### src/rtl/qjde_pkg.sv
// Shared types, constants and saturating helpers of the quaternion Julia distance estimator.
`default_nettype none
package qjde_pkg;

	localparam int MAX_ITERATIONS_DEF = 16;
	localparam int FRAC_BITS_DEF      = 16;

	localparam int COORD_W = 32;
	localparam int TRAP_W  = 31;
	localparam int WIDE_W  = 64;
	localparam int ROOT_W  = 32;
	localparam int REM_W   = 35;
	localparam int PADDR_W = 5;

	localparam logic [31:0] LN2_Q30  = 32'd744261118;
	localparam logic [30:0] TRAP_MAX = 31'h7FFF_FFFF;

	localparam logic [2:0] REG_BAILOUT = 3'd0;
	localparam logic [2:0] REG_LIMIT   = 3'd1;
	localparam logic [2:0] REG_CREAL   = 3'd2;
	localparam logic [2:0] REG_CI      = 3'd3;
	localparam logic [2:0] REG_CJ      = 3'd4;
	localparam logic [2:0] REG_CK      = 3'd5;
	localparam logic [2:0] REG_SLICE   = 3'd6;

	typedef logic signed [COORD_W-1:0] coord_t;
	typedef logic [TRAP_W-1:0] trap_t;

	// One word handed along the square-root chain.
	typedef struct packed {
		logic              vld;
		logic [REM_W-1:0]  rem;
		logic [ROOT_W-1:0] root;
		logic [WIDE_W-1:0] rad;
	} sqrt_word_t;

	function automatic logic [31:0] mag32(input coord_t v);
		logic [31:0] u;
		u = v;
		return v[31] ? (~u + 32'd1) : u;
	endfunction

	function automatic coord_t sat32(input logic neg, input logic [63:0] mag);
		logic [31:0] m;
		m = mag[31:0];
		if (neg) begin
			if (mag > 64'h8000_0000) return coord_t'(32'h8000_0000);
			return coord_t'(~m + 32'd1);
		end
		if (mag > 64'h7FFF_FFFF) return coord_t'(32'h7FFF_FFFF);
		return coord_t'(m);
	endfunction

	function automatic coord_t add_sat32(input coord_t a, input coord_t b);
		logic [32:0] s;
		s = {a[31], a} + {b[31], b};
		if (s[32] != s[31]) return s[32] ? coord_t'(32'h8000_0000) : coord_t'(32'h7FFF_FFFF);
		return coord_t'(s[31:0]);
	endfunction

	function automatic trap_t trap_min(input trap_t t, input coord_t v);
		logic [31:0] m;
		trap_t c;
		m = mag32(v);
		c = m[31] ? TRAP_MAX : m[30:0];
		return (c < t) ? c : t;
	endfunction

endpackage
`default_nettype wire

### src/rtl/qjde_div.sv
// Restoring divider, one quotient bit per cycle, for the final distance quotient.
`default_nettype none
module qjde_div (
	input  logic                        clk,
	input  logic                        arst_n,
	input  logic                        start,
	input  logic [qjde_pkg::WIDE_W-1:0] dividend,
	input  logic [qjde_pkg::WIDE_W-1:0] divisor,
	output logic                        done,
	output logic [qjde_pkg::WIDE_W-1:0] quotient
);
	import qjde_pkg::*;

	localparam int CW = $clog2(WIDE_W + 1);

	logic              run_q;
	logic              done_q;
	logic [CW-1:0]     cnt_q;
	logic [WIDE_W:0]   rem_q;
	logic [WIDE_W-1:0] dvd_q;
	logic [WIDE_W-1:0] dvs_q;
	logic [WIDE_W:0]   rem_sh;
	logic              take;

	assign rem_sh = {rem_q[WIDE_W-1:0], dvd_q[WIDE_W-1]};
	assign take   = rem_sh >= {1'b0, dvs_q};

	always_ff @(posedge clk or negedge arst_n) begin
		if (!arst_n) begin
			run_q  <= 1'b0;
			done_q <= 1'b0;
			cnt_q  <= '0;
		end else begin
			done_q <= 1'b0;
			if (start) begin
				run_q <= 1'b1;
				cnt_q <= '0;
			end else if (run_q) begin
				cnt_q <= cnt_q + CW'(1);
				if (cnt_q == CW'(WIDE_W - 1)) begin
					run_q  <= 1'b0;
					done_q <= 1'b1;
				end
			end
		end
	end

	always_ff @(posedge clk) begin
		if (start) begin
			rem_q <= '0;
			dvd_q <= dividend;
			dvs_q <= divisor;
		end else if (run_q) begin
			rem_q <= take ? (rem_sh - {1'b0, dvs_q}) : rem_sh;
			dvd_q <= {dvd_q[WIDE_W-2:0], take};
		end
	end

	assign done     = done_q;
	assign quotient = dvd_q;
endmodule
`default_nettype wire

### config.mk
export PLATFORM = sky130hd
export DESIGN_NAME = qjde_div
export DESIGN_NICKNAME = d
export VERILOG_FILES = /design/src/rtl/qjde_pkg.sv /design/src/rtl/qjde_div.sv
export SDC_FILE = /design/constraint.sdc
export NUM_CORES = 1
export LEC_CHECK = 0
export CAP_MARGIN = 30
export CORE_AREA = 2 2 185 114
export DETAILED_ROUTE_END_ITERATION = 6
export DIE_AREA = 0 0 187 116
export DONT_BUFFER_PORTS = 1
export GPL_TIMING_DRIVEN = 0
export PLACE_DENSITY = 0.75
export SYNTH_ARGS = -nofsm -noshare
export SYNTH_HDL_FRONTEND = slang
export SYNTH_SLANG_ARGS = --single-unit
### constraint.sdc
create_clock -name clk -period 4.7 [get_ports clk]
set_input_delay 0.94 -clock clk [delete_from_list [all_inputs] [get_ports clk]]
set_output_delay 0.94 -clock clk [all_outputs]
set_load 0.005 [all_outputs]
-- Yosys cells after proc, flatten, opt, wreduce, memory -nomap -nowiden
Index checks and enable logic that the tools add are counted.
- $add $sub $neg: 2
- order comparisons: 1
- equality and inequality tests: 1
- muxes and demuxes: 11
- reduce and logical (&&, ||, !) cells: 1
- operators by type and width (cell ; count):
    64-bit 2-to-1 mux ; 3
    65-bit by 64-bit greater-or-equal comparator with 1-bit output ; 1
    64-bit subtractor ; 1
    7-bit 2-to-1 mux ; 2
    7-bit by 1-bit adder with 7-bit output, second input constant ; 1
    7-bit by 6-bit equality test with 1-bit output, second input constant ; 1
    1-bit 2-to-1 mux ; 6
    2-bit nonzero test ; 1
- register bits after elaboration: 201
- bits of input ports: 131
- output and inout port bits: 65
- word-level logic and storage cells: 22

-- Depth between registers and ports, before layout
Gate-level depths: netlist (run 1).
- word-level depth: 4
- depth in mapped cells: 16

-- Worst setup path after synthesis (run 1)
Ideal clock, no wire load.
- path kind: register to register
- start point: reg dvd_q[63], in the netlist quotient[63]
- end point: reg rem_q[60]
- arrival time: 2.954 ns
- data required time: 4.597 ns
- slack: 1.642 ns
- cell stages (with the launch flop): 15
- clock period less this slack: 3.058 ns
- cells stage by stage: edfxtp_1 inv_1 ha_1 fa_1 nor2b_1 o21bai_1 a2111oi_0 a211o_1 a211oi_2 o21ai_2 o221ai_2 nor3_1 mux2i_1 nor2_1 a2111oi_2
- cells in the longest elaborated chain, start to end: 2
- elaborated cells between the ends (all ways): 3
- ends and longest elaborated chain (what ; RTL line ; source):
    from (decl) ; qjde_div.sv:20 ; logic [WIDE_W-1:0] dvd_q;
    from (signal assigned) ; qjde_div.sv:51 ; dvd_q <= dividend;
    from (signal assigned) ; qjde_div.sv:55 ; dvd_q <= {dvd_q[WIDE_W-2:0], take};
    64-bit subtractor / 65-bit by 64-bit greater-or-equal comparator with 1-bit output (equally long branches) ; qjde_div.sv:54, qjde_div.sv:26 ;
    64-bit 2-to-1 mux * ; qjde_div.sv:54 ; rem_q <= take ? (rem_sh - {1'b0, dvs_q}) : rem_sh;
    to (signal assigned) ; qjde_div.sv:54 ;
    to (decl) ; qjde_div.sv:19 ; logic [WIDE_W:0] rem_q;
Every way passes the cells marked *; elsewhere a longest branch is shown, timed or not.
A chain may end at the register's enable or synchronous reset.

-- Final worst setup path (run 1)
Ends and elaborated chain as after synthesis.

==> out/metrics.cfg, run 1 <==
[timing]
min_period_ps=3790
period_share=0.807
rsz0062_at_grt=false
final_max_slew_viol_count=0
fin_skew_ps=20.4
hold-worst-slack_ps=105
setup_slack_ps=905
setup_viol=0
worst_slew_pin_slew_ps=816
setup_tns_ps=0
max_slew_margin=0.454
hold_viol=0
fmax_ghz=0.264

[detailed_routing]
via_per_inst=6.16
first_pass_iters=6
met1Wirelength_mm=14.2
dr.max_layer_used=met4
wl_met2_mm=12.0
drc=0
wl_met3_mm=3.02
wl_per_cell_um=19.8
drtIter0Drc=832
postRouteAntennaNets=0
vias=9271
drt_wl_total_mm=29.8

[logic_synthesis]
yosysTopAreaCell=edfxtp_1
synth_seq_area_share=0.452
ys_warn_count=0
post_synth_inst_count=1196
synth.distinct_cells=74
ys_async_sr_fraction=0.0448
synth_flop_cell=edfxtp_1
synth_area_um2=11800
synth_nets=1393
yosysTopAreaCellShare=0.325
synth_edf_count=128
synth_area_leaders=edfxtp_1 32%, dfxtp_1 11%, ha_1 6.9%
synth-seq-cells=201
syn_avg_cell_area_um2=9.90

[grt]
grt_pass1_wl_mm=46.3
grt_pass1_vias=8608
antenna_found_initial=0
grt-ovfl-total=0
grt_start_max_net_pins=66
grt_usage=0.270

[cts]
tritoncts=built
cts_buffer_depth=3
cts_hold_buf=0
cts_root_buffer=clkbuf_16
clkLatencyLatePin_ps=520
post_cts_buffers=0
path_clk_slew_ps=70
htreeDepth=1
clock-sinks=201
postCtsResizedCells=0
cts_buffers=20

[die]
row_count=40
io_pins=196
initial_core_util=0.596
fp.dieH_um=116
die_area_um2=21700
die_x_um=187
core_area_um2=19900

[final_layout]
nNetsFinal=1416
fillers=1667
syn_to_final_growth_pct=8.51
drive_above_1_share=0.121
final_util=0.646
diodes=0
layout_common_cells=138 x nand2_1, 128 x edfxtp_1, 102 x nor2_1, 79 x inv_1, 77 x a21oi_1
layout_commonest_cell=nand2_1
layout.area.seq_um2=5350
multi_input_area_um2=5860

[job]
maxCapViolCount=0

[outcome]
status=finished, final reports clean

[min_path]
hp-class=primary input to async pin

[worst_setup_path]
crit_path_end_kind=flop
crit_arrival_ps=4200
worstSetupPathType=flop to flop
r2r_cells=14
critical_path_required_ps=5110
path_max_fanout=4
start_kind=flop

[power_and_ir_drop]
ir_worst_vdd_v=0.000379
p_leak_nw=5.25
cellPowerDensity_nw_per_um2=581

[place]
numPortBuffers=0
post-place-ws_ps=979
routabilityCongestion=0.966
detailed_place_hpwl_mm=22.1

-- metal layers --
layer | GRT usage | vias up
li1 | - | 4410
met1 | 0.417 | 4396
met2 | 0.379 | 424
met3 | 0.0709 | 41
met4 | 0.0460 | 0
met5 | 0 | -
-- kinds of logic (layout without fill, tap and decap cells) --
group | Yosys count | in the layout | synth area share
DFF | 201 | 201 | 0.452
AOI/OAI and AO/OA | 302 | 302 | 0.184
and+or+nand+nor | 347 | 347 | 0.132
buffers and inverters | 151 | 188 | 0.0525
adders and majority gates | 66 | 66 | 0.0704
muxes | 68 | 68 | 0.0643
xor gates and xnor gates | 61 | 61 | 0.0451
-- path summary, 6_finish.rpt --
kind | from | end | slack [ps]
setup / recovery | quotient[63] | rem_q[60] | 910
hold / removal | arst_n | run_q | 110
setup reg to reg | quotient[63] | rem_q[60] | 910
hold reg to reg | rem_q[33] | rem_q[34] | 500
max in group asynchronous | arst_n | cnt_q[3] | 4510
min in group clk | rem_q[33] | rem_q[34] | 500
-- state kept, by name, indices dropped and copies added, names as in the netlist --
signal	cells
dvs_q	64
quotient	64
rem_q	64
cnt_q	7
done	1
run_q	1
-- area by class of cell --
class                      instances  area share
timing repair buffer               1     0.00156
tap                              273      0.0266
inverter                          80      0.0234
clock inverter                    11     0.00906
multi-input combinational        844       0.457
buffer                            71      0.0250
clock buffer                      25      0.0412
sequential                       201       0.417
-- synthesized netlist by cell type, types with 7 or more instances --
library cell / n
buf_4: 8
xor2_1: 25
nand2_1: 138
inv_1: 80
nor2_1: 102
o21bai_1: 14
a21oi_1: 77
o21a_1: 11
nor2b_1: 8
o21ai_0: 44
xnor2_1: 36
clkbuf_1: 42
nor3_1: 11
buf_2: 19
a311oi_1: 40
nand4_1: 25
nand3_1: 19
ha_1: 65
mux2_2: 64
dfrtp_1: 9
dfxtp_1: 64
a21o_1: 37
or3_1: 10
edfxtp_1: 128
a211oi_1: 14
nor4_1: 7
-- power by group --
group / switching, W / internal [W]
Combinational: 0.00206 / 0.00129
Clock: 0.000674 / 0.000914
Sequential: 0.000279 / 0.00224
-- through the flow --
| step | power, W | instances | area, um2 |
|---|---|---|---|
| CTS | 0.00740 | 1506 | 12800 |
| finish | 0.00746 | 1506 | 12800 |
| detailed placement | 0.00579 | 1470 | 12200 |
| floorplan | 0.00497 | 1196 | 11800 |
| global placement | 0.00572 | 1469 | 12200 |
| global route | 0.00791 | 1506 | 12800 |
-- worst max-delay path, cell delays in order, from the launching register on --
cell and delay, ps:
edfxtp_1 420, inv_1 70, ha_1 220, fa_1 390
nor2b_1 230, o21bai_1 170, a2111oi_0 450, a211o_1 260
a211oi_2 140, o21ai_2 300, o221ai_2 180, nor3_1 240
mux2i_1 210, nor2_1 60, a2111oi_2 340
Power figures use the tool's default switching activity.
==> run 2, diff against run 1 <==
--- a/config.mk
+++ b/config.mk
@@ -5,10 +5,11 @@
 export SDC_FILE = /design/constraint.sdc
 export NUM_CORES = 1
 export LEC_CHECK = 0
+export ABC_AREA = 1
 export CAP_MARGIN = 30
-export CORE_AREA = 2 2 185 114
+export CORE_AREA = 2 2 203 125
 export DETAILED_ROUTE_END_ITERATION = 6
-export DIE_AREA = 0 0 187 116
+export DIE_AREA = 0 0 205 127
 export DONT_BUFFER_PORTS = 1
 export GPL_TIMING_DRIVEN = 0
 export PLACE_DENSITY = 0.75
==> constraint.sdc (replaced) <==
create_clock -name clk -period 3.5 [get_ports clk]
set_input_delay 0.7 -clock clk [delete_from_list [all_inputs] [get_ports clk]]
set_output_delay 0.7 -clock clk [all_outputs]
set_load 0.005 [all_outputs]
==> out/metrics.cfg, run 2 <==
[final_layout]
fillers=2219  ; +33%
syn_to_final_growth_pct=7.24
final_area_um2=15400  ; +20%
layout_commonest_cell=nand2_1
layout_common_cells=913 x nand2_1, 437 x inv_1, 138 x nand3_1, 128 x edfxtp_1, 103 x nor2_1
nNetsFinal=2399  ; +69%
layout.area.seq_um2=5350  ; unchanged
multi_input_area_um2=7070  ; +21%
drive_above_1_share=0.0456  ; -0.0752
final-instance-count-excl-fill=2537  ; +68%

[outcome]
status=finished, violations left
violations=design-rule violations

[detailed_routing]
drc=4  ; +4
via_per_inst=5.38  ; -13%
first_pass_iters=7  ; +1
vias=13700  ; +47%
drtIter0Drc=1588  ; +91%
drt_wl_total_mm=46.0  ; +55%
wl_per_cell_um=18.2  ; -8.1%
postRouteAntennaNets=0  ; unchanged

[place]
dpl.cell_count=2502  ; +70%
routabilityCongestion=1.04  ; +7.9%
detailed_place_hpwl_mm=37.6  ; +70%
numPortBuffers=0  ; unchanged
post_dp_cell_area_um2=14800  ; +22%
post-place-ws_ps=632  ; -347 ps

[cts]
post_cts_buffers=0  ; unchanged
path_clk_slew_ps=70  ; about the same
clock-sinks=201  ; unchanged
cts_root_buffer=clkbuf_16
clkLatencyLatePin_ps=510  ; about the same
tritoncts=built
cts_buffers=19  ; -5.0%
cts_buffer_depth=3  ; unchanged
htreeDepth=1  ; unchanged

[worst_setup_path]
start_kind=flop
startpoint=quotient[63]
reg2reg_setup_slack_ps=510  ; -390 ps
crit_arrival_ps=3390  ; -810 ps
worstSetupPathType=flop to flop
crit_end=rem_q[58]
r2r-start=quotient[63]
crit_path_end_kind=flop
r2r_cells=15  ; +1
r2r-end=rem_q[58]
critical_path_required_ps=3900  ; -1210 ps
path_max_fanout=4  ; unchanged

[timing]
worst_slew_pin_slew_ps=946  ; +130 ps
setup_viol=0  ; unchanged
max_slew_margin=0.369  ; -0.0846
fmax_ghz=0.335  ; +27%
hold-worst-slack_ps=278  ; +173 ps
setup_slack_ps=513  ; -392 ps
rsz0062_at_grt=false
period_share=0.853  ; +0.0460
hold_viol=0  ; unchanged
setup_tns_ps=0  ; unchanged
final_max_slew_viol_count=0  ; unchanged
fin_skew_ps=16.4  ; -4.06 ps
min_period_ps=2990  ; -808 ps

[logic_synthesis]
synth-seq-cells=201  ; unchanged
syn_avg_cell_area_um2=6.61  ; -33%
synth_flop_cell=edfxtp_1
yosysTopAreaCellShare=0.267  ; -0.0578
synth_seq_area_share=0.372  ; -0.0805
synth.distinct_cells=42  ; -43%
ys_async_sr_fraction=0.0448  ; unchanged
synth_area_leaders=edfxtp_1 27%, nand2_1 24%, inv_1 11%
ys_warn_count=0  ; unchanged
synth_common_cells=913 x nand2_1, 437 x inv_1, 138 x nand3_1
synth_edf_count=128  ; unchanged
yosysMostFrequentCell=nand2_1
post_synth_inst_count=2179  ; +82%
yosysTopAreaCell=edfxtp_1
synth_nets=2376  ; +71%
synth_area_um2=14400  ; +22%

[power_and_ir_drop]
p_leak_nw=8.53  ; +62%
ir_worst_vdd_v=0.000425  ; +12%
cellPowerDensity_nw_per_um2=360  ; -38%
p_seq_frac=0.499  ; +0.161
p_sw_w=0.00147  ; -51%
power_frac_comb=0.132  ; -0.317
clkPwrFrac=0.369  ; +0.156
power.internal_w=0.00409  ; -8.1%
p_sw_frac=0.264  ; -0.139

[grt]
antenna_found_initial=0  ; unchanged
grt_usage=0.350  ; +0.0800
grt-ovfl-total=0  ; unchanged
grt_start_max_net_pins=66  ; unchanged
grt_pass1_vias=12100  ; +41%
grt_pass1_wl_mm=68.7  ; +48%

[job]
maxCapViolCount=0  ; unchanged

[die]
die_area_um2=26000  ; +20%
fp.dieH_um=127  ; +9.5%
initial_core_util=0.600  ; +0.00422
core_area_um2=24000  ; +21%
die_x_um=205  ; +9.6%
row_count=44  ; +10%
io_pins=196  ; unchanged

[min_path]
hp-class=primary input to flop
min_delay_path_depth=0

[run 2: cell types whose count changed in the layout (fill, tap and decap cells not counted), sizes merged, moves of 35 or more]
cell / delta
mux2: -64
a311oi: -40
inv: +364
nand3: +130
nand2: +789
nand3b: +35
a21o: -35
[run 2: worst min-delay path by stage]
stage	from	endpoint	slack [ps]
5_1_grt	divisor[11]	dvs_q[11]	270
4_1_cts	divisor[11]	dvs_q[11]	270
3_5_place_dp	arst_n	run_q	400
3_3_place_gp	arst_n	done	400
2_1_floorplan	arst_n	cnt_q[0]	400
6_report	divisor[11]	dvs_q[11]	280
[run 2: per-stage QoR]
stage,total power [W],utilization
floorplan,0.00331,-
global placement,0.00350,0.617
CTS,0.00555,0.643
global route,0.00575,0.643
detailed placement,0.00353,0.618
finish,0.00555,0.643
[run 2: repair_timing]
item / in CTS / in global routing
hold buffers: 1 / 0
resized for setup: 0 / 0
hold endpoints to repair: 9 / 0
[run 2: cells by family (layout without fill, tap and decap cells)]
logic type	count (synthesis)	count (layout)	synth area share
compound gates	116	116	0.0434
xor+xnor	31	31	0.0189
fa+ha+maj	66	66	0.0579
buf+inv	494	529	0.138
flops	201	201	0.372
other cells	0	1	0
simple gates	1271	1271	0.371
[run 2: layout make-up]
type | instances | area share
Tap cell | 322 | 0.0261
Multi-Input combinational cell | 1484 | 0.458
Timing Repair Buffer | 2 | 0.00243
Sequential cell | 201 | 0.346
Antenna cell | 1 | 0.000162
Clock inverter | 8 | 0.00567
Clock buffer | 25 | 0.0329
Inverter | 446 | 0.108
Buffer | 48 | 0.0202
[run 2: power groups by stage]
stage	registers (W)	logic, W	clock network (W)
after floorplan	0.00279	0.000522	0
after global placement	0.00282	0.000685	0
after detailed placement	0.00282	0.000704	0
after CTS	0.00277	0.000711	0.00207
after global routing	0.00279	0.000812	0.00216
final	0.00277	0.000731	0.00205
[run 2: routing by layer]
metal	track usage	share of wire	vias up
li1	-	-	6714
met1	0.556	0.48	6214
met2	0.456	0.37	667
met3	0.107	0.13	56
met4	0.0702	0.023	0
met5	0	0	-
[run 2: critical path, cell delays in order, from the launching register on]
cell,delay (ps)
edfxtp_1,450
inv_1,100
ha_1,230
fa_1,420
nor2_1,180
nand2_1,70
nand3_1,260
nand2_1,100
nand2_1,240
nand2_1,100
nand2_1,150
nand2_1,190
nand3_1,130
nand3_1,110
nand2_1,90
nand2_1,50
==> run 3, diff against run 2 <==
--- a/config.mk
+++ b/config.mk
@@ -12,7 +12,7 @@
 export DIE_AREA = 0 0 205 127
 export DONT_BUFFER_PORTS = 1
 export GPL_TIMING_DRIVEN = 0
-export PLACE_DENSITY = 0.75
+export PLACE_DENSITY_LB_ADDON = 0.15
 export SYNTH_ARGS = -nofsm -noshare
 export SYNTH_HDL_FRONTEND = slang
 export SYNTH_SLANG_ARGS = --single-unit
==> constraint.sdc (replaced) <==
create_clock -name clk -period 3.85 [get_ports clk]
set_input_delay 0.77 -clock clk [delete_from_list [all_inputs] [get_ports clk]]
set_output_delay 0.77 -clock clk [all_outputs]
set_load 0.005 [all_outputs]
==> out/metrics.cfg, run 3 (same netlist as run 2, synthesis figures left out) <==
[final_layout]
final-instance-count-excl-fill=2539  ; +0.079%
fillers=2266  ; +2.1%
multi_input_area_um2=7070  ; unchanged
diodes=0  ; -1
nNetsFinal=2400  ; +0.042%
layout_common_cells=913 x nand2_1, 437 x inv_1, 138 x nand3_1, 128 x edfxtp_1, 103 x nor2_1
layout_commonest_cell=nand2_1
layout.area.seq_um2=5350  ; unchanged
drive_above_1_share=0.0474  ; +0.00174
syn_to_final_growth_pct=7.40

[outcome]
status=finished, final reports clean

[cts]
tritoncts=built
clock-sinks=201  ; unchanged
htreeDepth=1  ; unchanged
clkLatencyLatePin_ps=520  ; about the same
cts_buffer_depth=3  ; unchanged
cts_root_buffer=clkbuf_16
cts_buffers=20  ; +1
postCtsResizedCells=0  ; unchanged
path_clk_slew_ps=70  ; about the same

[worst_setup_path]
reg2reg_setup_slack_ps=820  ; +310 ps
startpoint=quotient[63]
cp_slowest_cell=fa_1
crit_path_end_kind=flop
crit_arrival_ps=3440  ; +50 ps
worstSetupPathType=flop to flop
cp_common_cell=nand2_1
start_kind=flop
path_max_fanout=4  ; unchanged
r2r-start=quotient[63]
crit_family=simple AND/OR/NAND/NOR gates
critical_path_required_ps=4260  ; +360 ps
crit_buf_inv=1  ; unchanged
cp_cell_sequence=inv_1 > ha_1 > fa_1 > nor2_1 > nand2_1 > nand3_1 > nand2_1 > nand2_1 > nand2_1 > nand2_1 > nand2_1 > nand3_1 > nand3_1 > nand2_1 > nand2_1
crit_path_max_incr_delay_ps=420  ; -30 ps

[place]
post-place-ws_ps=922  ; +289 ps
numPortBuffers=0  ; unchanged
detailed_place_hpwl_mm=37.2  ; -0.87%
dpl.cell_count=2502  ; unchanged
routabilityCongestion=1.04  ; +0.18%

[timing]
setup_viol=0  ; unchanged
final_max_slew_viol_count=0  ; unchanged
worst_slew_pin_slew_ps=919  ; -27.1 ps
rsz0062_at_grt=false
min_period_ps=3030  ; +43.3 ps
hold-worst-slack_ps=342  ; +63.9 ps
hold_viol=0  ; unchanged
setup_tns_ps=0  ; unchanged
fmax_ghz=0.330  ; -1.4%
setup_slack_ps=820  ; +307 ps
period_share=0.787  ; -0.0663
max_slew_margin=0.383  ; +0.0134
fin_skew_ps=11.7  ; -4.72 ps

[grt]
grt_usage=0.348  ; -0.00161
grt_pass1_wl_mm=68.7  ; about the same
antenna_found_initial=0  ; unchanged
grt-ovfl-total=0  ; unchanged
grt_start_max_net_pins=68  ; +3.0%
grt_pass1_vias=12400  ; +2.2%

[die]
io_pins=196  ; unchanged
fp.dieH_um=127  ; unchanged
initial_core_util=0.600  ; unchanged
core_area_um2=24000  ; unchanged
row_count=44  ; unchanged
die_area_um2=26000  ; unchanged
die_x_um=205  ; unchanged

[detailed_routing]
drt_wl_total_mm=45.7  ; -0.74%
drc=0  ; -4
postRouteAntennaNets=0  ; unchanged
first_pass_iters=6  ; -1
wl_per_cell_um=18.0  ; -0.82%
drtIter0Drc=1506  ; -5.2%
vias=13700  ; +0.10%
via_per_inst=5.38  ; about the same

[min_path]
hp-class=primary input to flop
min-delay-start=divisor[17]

[power_and_ir_drop]
clkPwrFrac=0.376  ; +0.007
p_sw_w=0.00137  ; -6.4%
cellPowerDensity_nw_per_um2=330  ; -8.3%
power_frac_comb=0.130  ; -0.002
p_sw_frac=0.269  ; +0.00505
p_seq_frac=0.494  ; -0.005
power.internal_w=0.00373  ; -8.8%
p_leak_nw=8.55  ; +0.20%
ir_worst_vdd_v=0.000454  ; +6.7%

[job]
maxCapViolCount=0  ; unchanged

## run 3: power groups by stage
stage          logic [W]  clock network, W  registers, W
2_1_floorplan   0.000474                 0       0.00254
3_3_place_gp    0.000622                 0       0.00256
3_5_place_dp    0.000640                 0       0.00256
4_1_cts         0.000647           0.00194       0.00252
5_1_grt         0.000738           0.00201       0.00253
6_report        0.000664           0.00192       0.00252
## run 3: timing repair
| action | CTS | global route |
|---|---|---|
| hold buffers | 1 | 0 |
| hold endpoints to repair | 9 | 0 |
| setup buffers | 0 | 0 |
## run 3: cell type report
class	instances	area share
plain buffers	48	0.0201
clock buffers	28	0.0357
clock inverters	8	0.00453
inverters	446	0.108
multi-input cells	1484	0.457
flip-flops and latches	201	0.346
well taps	322	0.0261
repair buffers	2	0.00243
## run 3: layer usage
metal / track usage / share of wire
met5: 0 / 0
met1: 0.546 / 0.48
met2: 0.463 / 0.37
met3: 0.107 / 0.13
met4: 0.0702 / 0.021
## run 3: worst paths after layout
kind | endpoint | cells past startpoint
min | dvs_q[17] | 0
max reg2reg | rem_q[58] | 15
min reg2reg | rem_q[40] | 2
max in group asynchronous | cnt_q[1] | 1
max | rem_q[58] | 15
min in group asynchronous | cnt_q[2] | 1
## run 3: worst reg2reg max path: stages (launching register included)
cell      delay [ps]
edfxtp_1         410
inv_1            140
ha_1             260
fa_1             420
nor2_1           190
nand2_1           70
nand3_1          270
nand2_1          100
nand2_1          210
nand2_1           90
nand2_1          160
nand2_1          230
nand3_1          160
nand3_1          100
nand2_1           80
nand2_1           40
## run 3: stage by stage
step | total power, W | util | cell area (um2)
after floorplan | 0.00301 | - | 14400
final | 0.00510 | 0.644 | 15500
after detailed placement | 0.00320 | 0.618 | 14800
after global placement | 0.00318 | 0.617 | 14800
after global routing | 0.00529 | 0.644 | 15500
after CTS | 0.00511 | 0.644 | 15500
